### config.mk
export PLATFORM = sky130hd
export DESIGN_NAME = cvt_ctrl
export DESIGN_NICKNAME = d
export VERILOG_FILES = /design/src/hw/rtl/cvt_pkg.sv /design/src/hw/rtl/cvt_ctrl.sv
export SDC_FILE = /design/constraint.sdc
export NUM_CORES = 1
export LEC_CHECK = 0
export ABC_CLOCK_PERIOD_IN_PS = 1540
export BUFFER_PORTS_ARGS = -buffer_cell sky130_fd_sc_hd__buf_2
export CORE_AREA = 2 2 39 41
export DETAILED_ROUTE_END_ITERATION = 16
export DIE_AREA = 0 0 41 43
export PLACE_DENSITY = 0.6
export RECOVER_POWER = 50
export SLEW_MARGIN = 20
export SYNTH_ARGS = -nofsm -noshare
export SYNTH_HDL_FRONTEND = slang
export SYNTH_SLANG_ARGS = --single-unit
### constraint.sdc
create_clock -name clk -period 1.54 [get_ports clk]
set_clock_uncertainty 0.1 [all_clocks]
set_input_delay 0.231 -clock clk [delete_from_list [all_inputs] [get_ports clk]]
set_output_delay 0.231 -clock clk [all_outputs]
set_load 0.01 [all_outputs]
### src/hw/rtl/cvt_pkg.sv
// Shared constants, types and helper functions of the cardinality violation tracker.
`default_nettype none
package cvt_pkg;

  localparam int VALUE_SLOTS = 64;
  localparam int NUM_VARS    = 256;
  localparam int SLOT_W      = $clog2(VALUE_SLOTS);
  localparam int VAR_W       = $clog2(NUM_VARS);
  localparam int VAL_W       = 32;
  localparam int BND_W       = 10;
  localparam int CNT_W       = 9;
  localparam int SHORT_W     = 15;
  localparam int EXCESS_W    = 9;
  localparam int CFG_IDX_W   = 2;

  typedef enum logic [1:0] {
    OP_SET_BOUND = 2'd0,
    OP_ASSIGN    = 2'd1,
    OP_CLEAR     = 2'd2,
    OP_NONE      = 2'd3
  } opcode_t;

  typedef enum logic [CFG_IDX_W-1:0] {
    REG_CLOSED_MODE  = 2'd0,
    REG_LOWEST_VALUE = 2'd1,
    REG_UNUSED_2     = 2'd2,
    REG_UNUSED_3     = 2'd3
  } cfg_reg_t;

  typedef enum logic [1:0] {
    RD_SB  = 2'd0,
    RD_OLD = 2'd1,
    RD_NEW = 2'd2,
    RD_NA  = 2'd3
  } rd_sel_t;

  typedef struct packed {
    logic    latch;
    logic    rd_en;
    rd_sel_t rd_sel;
    logic    upd_sb;
    logic    upd_dec;
    logic    upd_inc;
    logic    var_wr;
    logic    clear;
    logic    load_out;
  } cvt_cmd_t;

  typedef struct packed {
    opcode_t op_in;
    logic    sb_hit;
    logic    assigned;
    logic    same_val;
    logic    out_busy;
  } cvt_sts_t;

  // Signed distance of a value from the slot below the covered range.
  function automatic logic signed [VAL_W+1:0] slot_offset(
    input logic [VAL_W-1:0] val,
    input logic [VAL_W-1:0] lowest
  );
    slot_offset = $signed({{2{val[VAL_W-1]}}, val}) - $signed({{2{lowest[VAL_W-1]}}, lowest})
                  + $signed((VAL_W+2)'(1));
  endfunction

  // Slot of a value, with out-of-range values clamped onto the edge slots.
  function automatic logic [SLOT_W-1:0] slot_of(
    input logic [VAL_W-1:0] val,
    input logic [VAL_W-1:0] lowest
  );
    logic signed [VAL_W+1:0] d;
    d = slot_offset(val, lowest);
    if (d < 0) slot_of = '0;
    else if (d > $signed((VAL_W+2)'(VALUE_SLOTS - 1))) slot_of = SLOT_W'(VALUE_SLOTS - 1);
    else slot_of = d[SLOT_W-1:0];
  endfunction

endpackage
`default_nettype wire

### src/hw/rtl/cvt_ctrl.sv
// Controller state machine that sequences each transaction through the datapath.
`default_nettype none
module cvt_ctrl (
  input  wire logic              clk,
  input  wire logic              rst,
  input  wire logic              in_valid,
  output logic                   in_stall,
  input  wire cvt_pkg::cvt_sts_t sts,
  output cvt_pkg::cvt_cmd_t      cmd
);

  typedef enum logic [2:0] {
    S_IDLE, S_SB_RD, S_SB_WR, S_VAR, S_OLD, S_NRD, S_NEW, S_DONE
  } state_t;

  state_t state;
  logic   accept;

  assign in_stall = (state != S_IDLE);
  assign accept   = in_valid && (state == S_IDLE);

  always_comb begin
    cmd = '0;
    cmd.rd_sel = cvt_pkg::RD_SB;
    cmd.latch  = accept;
    case (state)
      S_SB_RD: begin
        cmd.rd_en  = sts.sb_hit;
        cmd.rd_sel = cvt_pkg::RD_SB;
      end
      S_SB_WR: cmd.upd_sb = 1'b1;
      S_VAR: begin
        cmd.rd_en  = !(sts.assigned && sts.same_val);
        cmd.rd_sel = sts.assigned ? cvt_pkg::RD_OLD : cvt_pkg::RD_NEW;
      end
      S_OLD: cmd.upd_dec = 1'b1;
      S_NRD: begin
        cmd.rd_en  = 1'b1;
        cmd.rd_sel = cvt_pkg::RD_NEW;
      end
      S_NEW: begin
        cmd.upd_inc = 1'b1;
        cmd.var_wr  = 1'b1;
      end
      S_DONE: cmd.load_out = !sts.out_busy;
      default: ;
    endcase
    if (state == S_IDLE && accept && sts.op_in == cvt_pkg::OP_CLEAR) begin
      cmd.clear = 1'b1;
    end
  end

  always_ff @(posedge clk) begin
    if (rst) begin
      state <= S_IDLE;
    end else begin
      case (state)
        S_IDLE: begin
          if (accept) begin
            case (sts.op_in)
              cvt_pkg::OP_SET_BOUND: state <= S_SB_RD;
              cvt_pkg::OP_ASSIGN:    state <= S_VAR;
              default:               state <= S_DONE;
            endcase
          end
        end
        S_SB_RD: state <= sts.sb_hit ? S_SB_WR : S_DONE;
        S_SB_WR: state <= S_DONE;
        S_VAR: begin
          if (!sts.assigned) state <= S_NEW;
          else if (sts.same_val) state <= S_DONE;
          else state <= S_OLD;
        end
        S_OLD:  state <= S_NRD;
        S_NRD:  state <= S_NEW;
        S_NEW:  state <= S_DONE;
        S_DONE: if (!sts.out_busy) state <= S_IDLE;
        default: state <= S_IDLE;
      endcase
    end
  end

`ifndef SYNTHESIS
  a_one_update: assert property (@(posedge clk) disable iff (rst)
    $countones({cmd.upd_sb, cmd.upd_dec, cmd.upd_inc, cmd.load_out}) <= 1)
    else $error("more than one datapath update in a cycle");
  a_dec_then_inc: assert property (@(posedge clk) disable iff (rst)
    cmd.upd_dec |=> ##1 cmd.upd_inc)
    else $error("old slot drop not followed by new slot add");
  a_var_write_last: assert property (@(posedge clk) disable iff (rst)
    cmd.var_wr |=> (state == S_DONE))
    else $error("variable write not followed by completion");
`endif

endmodule
`default_nettype wire

== Word level (Yosys, flattened, before mapping) ==
Index checks and enable logic that the tools add are counted.

* Register bits after elaboration: 3
* Input bits: 9

* Equal/unequal tests: 11
* Multiplexer cells: 14
* Reduce and logical (&&, ||, !) cells: 11

{| class="wikitable"
|+ Operators with widths
! operator !! number
|-
| one-hot mux 3 bit (7 select lines) || 1
|-
| == test 3 bit (second input constant) || 4
|-
| 2-to-1 mux 3 bit || 3
|-
| one-hot mux 3 bit (3 select lines) || 1
|-
| 2-to-1 mux 2 bit || 4
|-
| == test 3 x 2 -> 1 bit (second input constant) || 2
|-
| one-hot mux 3 bit (2 select lines) || 1
|-
| logical AND 1 bit || 4
|-
| 2-to-1 mux 1 bit || 4
|-
| != test 2 bit (second input constant) || 2
|-
| == test 3 x 1 -> 1 bit (second input constant) || 1
|-
| logical NOT 3 bit || 1
|-
| nonzero test 3 bit || 1
|-
| == test 2 x 1 -> 1 bit (second input constant) || 1
|-
| == test 2 bit (second input constant) || 1
|-
| logical NOT 1 bit || 2
|-
| logical NOT 2 bit || 1
|-
| AND reduction 2 bit || 1
|-
| OR reduction 2 bit || 1
|}

== Longest topological paths before layout ==
* Word-level depth: 5
* Mapped depth: 5
* Gate-level depth less buffers: 4

== Worst setup path before layout ==
No wires, ideal clock.

* Kind: flip-flop to output port
* From: reg state[1]
* To: out cmd[1] (netlist name)
* Arrival time: 1.002 ns
* Data required time: 1.209 ns
* Slack: 0.207 ns
* Stages on the path, launching flop included: 3
* Path buffers: 0
* Cells stage by stage: dfxtp_1 > or3_4 > nor4b_4

{| class="wikitable"
|+ RTL lines
! what !! line !! RTL
|-
| start: declaration || cvt_ctrl.sv:16 || <nowiki>state_t state;</nowiki>
|-
| start signal: assignment || cvt_ctrl.sv:67 || <nowiki>S_SB_RD: state <= sts.sb_hit ? S_SB_WR : S_DONE;</nowiki>
|-
| end: declaration || cvt_ctrl.sv:9 || <nowiki>output cvt_pkg::cvt_cmd_t cmd</nowiki>
|}

==> run summary <==
status -> finished, violations left
drc violations -> 0
gr usage total -> 10.6%
diode count -> 0
routed vias -> 372
first-pass GRT wire length -> 1260 um
Min Hold Slack -> 0.184 ns
crit-path cells -> or3_4 -> nor4b_4 -> buf_2
largest net degree at the start of global routing -> 15
Congestion Overflow GR -> 0
dpl ws -> 0.125 ns
die height -> 43 um
Post-Route WL -> 804 um
Finished Cell Area -> 477 um^2
Setup crit end kind -> primary output
sequential element share of the synthesized area -> 18.8%
Longest Clk Path Bufs -> 2
Largest Register -> state
Storage cell area -> 60.1 um^2
Slowest cell on crit path -> or3_4
Crit Path Class -> reg2out
syn_nets -> 50
worst relative slew slack -> 85.8%
WP data required -> 1.21 ns
clock root cell -> clkbuf_4
share of cells above drive strength 1 -> 50.0%
CP Launch Type -> flip-flop
Synth area leader -> dfxtp_1
routed vias/inst -> 4.65
Final WS setup -> -0.0803 ns
CP peak stage delay -> 0.40 ns
crit share post-route -> 105%
worst path arrival time -> 1.29 ns
Clk Latency, worst-skew pair -> 0.23 ns
Detailed Place HPWL -> 597 um
max frequency -> 617 MHz
Power Dens Cells -> 997 mW/mm^2
Crit Path Max Fanout -> 2
MaxCap Viol Count -> 0
P_leak -> 0.233 nW
Die X -> 41 um
FILL cells -> 151
worst vdd ir -> 483 uV
max reg flops -> 3
wire per inst -> 10.1 um
Port-buffer cells -> 19
Setup Viol. Count Final -> 2
Synthesis Warnings -> 0
worst-margin pin slew -> 0.212 ns
Area after DPL -> 424 um^2
antenna viol nets, final -> 0
number of iterations in the first detailed-routing pass -> 4
Row Count -> 14
Avg Cell Area, Syn -> 7.78 um^2
CTS sink count -> 3
total power -> 0.475 mW
Max H-tree Level -> 1
Area Growth Syn to Fin -> 49.4%
fin nets -> 74
DRT iter0 DRCs -> 8
RSZ-0062 raised after global routing -> yes
top post-synthesis cells by area -> dfxtp_1 19%, nor4b_4 7.5%, buf_4 7.1%, a21oi_1 6.3%, nor2_1 5.9%
setup TNS -> -0.139 ns
die area -> 0.00176 mm^2
Yosys reg bits -> 3
Initial Util -> 23.1%
antenna violations before repair -> 0
core area -> 0.00138 mm^2
max-slew violation count -> 0
Tmin final -> 1.62 ns
Mapped Cells -> 41
top flop regs -> state x3
area of the multi-input gates -> 228 um^2
Routability Congestion -> 0.719
Worst-path clk slew -> 0.04 ns
vias in the first global route -> 297
failing checks -> setup timing
final hold vios -> 0
post-synthesis cell type count -> 25
cts bufs inserted -> 3
# IOs -> 20
Cell Area, Synth -> 319 um^2
worst min path class -> in2reg
Yosys top cell area share -> 18.8%
CTS tree -> yes
## critical path, delay by kind of cell, from the launching register on
| family | cells | cell delay (ns) |
|---|---|---|
| buffers and inverters | 1 | 0.16 |
| and+or+nand+nor | 2 | 0.60 |
| DFF | 1 | 0.30 |
## timing repair
item                       4_1_cts  5_1_grt
pin swaps                        1        1
setup endpoints to repair        1        6
resized for setup                0        3
hold buffers                     0        0
buffers inserted                 2        0
## synth_stat cells
cell / number
or3_4: 1
o31ai_1: 1
a21oi_1: 4
nor4b_4: 1
nor2b_1: 1
and2_1: 1
a31oi_1: 1
buf_4: 3
nand2_1: 1
o21ai_0: 2
o21ai_1: 1
nor2_1: 5
and3b_1: 1
a21o_1: 1
nor3_1: 2
inv_1: 2
dfxtp_1: 3
nand2b_1: 1
o21bai_4: 1
nor3b_1: 2
nand3_1: 1
mux2i_1: 1
nor3b_2: 1
nand4_1: 1
buf_2: 2
## layout make-up
type / count / area share, %
inverter: 2 / 1.57
timing repair buffer: 24 / 28.3
multi-input combinational: 31 / 47.8
tap: 16 / 4.20
clock buffer: 4 / 5.51
sequential: 3 / 12.6
## cell families after synthesis
kind of cell	Yosys count	share of synthesized area [%]
AO/OA/AOI/OAI	11	23.5
buffers and inverters	7	12.5
flip-flops	3	18.8
multiplexers	1	3.14
AND/OR/NAND/NOR	19	42.0
## per-layer routing
| metal | GRT usage, % | share of wire, % | up-vias |
|---|---|---|---|
| li1 | - | - | 190 |
| met1 | 12.8 | 42 | 168 |
| met2 | 15.9 | 51 | 14 |
| met3 | 4.71 | 7.8 | 0 |
| met4 | 4.00 | 0 | 0 |
| met5 | 0 | 0 | - |
## where the power goes
| part | switching (mW) | internal (mW) |
|---|---|---|
| Sequential | 0.00762 | 0.0918 |
| Combinational | 0.124 | 0.116 |
| Clock | 0.0393 | 0.0970 |
| Total | 0.171 | 0.305 |
## worst paths after layout
path                 start  endpoint  slack, ns  cells after the start
setup / recovery  state[1]    cmd[1]      -0.08                      3
hold / removal         rst  state[1]       0.18                      3
setup reg to reg  state[1]  state[2]       0.16                      5
hold reg to reg   state[0]  state[0]       0.52                      2
## through the flow
step           utilization (%)  cells
2_1_floorplan                -     41
3_3_place_gp              30.7     74
3_5_place_dp              30.7     74
4_1_cts                   33.6     80
5_1_grt                   34.4     80
6_report                  34.4     80
## layout by cell type, fill, tap and decap left out, types with 3 or more instances in the layout
cell type / Yosys / final
clkbuf_4: 0 / 3
buf_2: 2 / 18
dfxtp_1: 3 / 3
nor2_1: 5 / 5
buf_4: 3 / 4
a21oi_1: 4 / 3
Power figures use the tool's default switching activity.
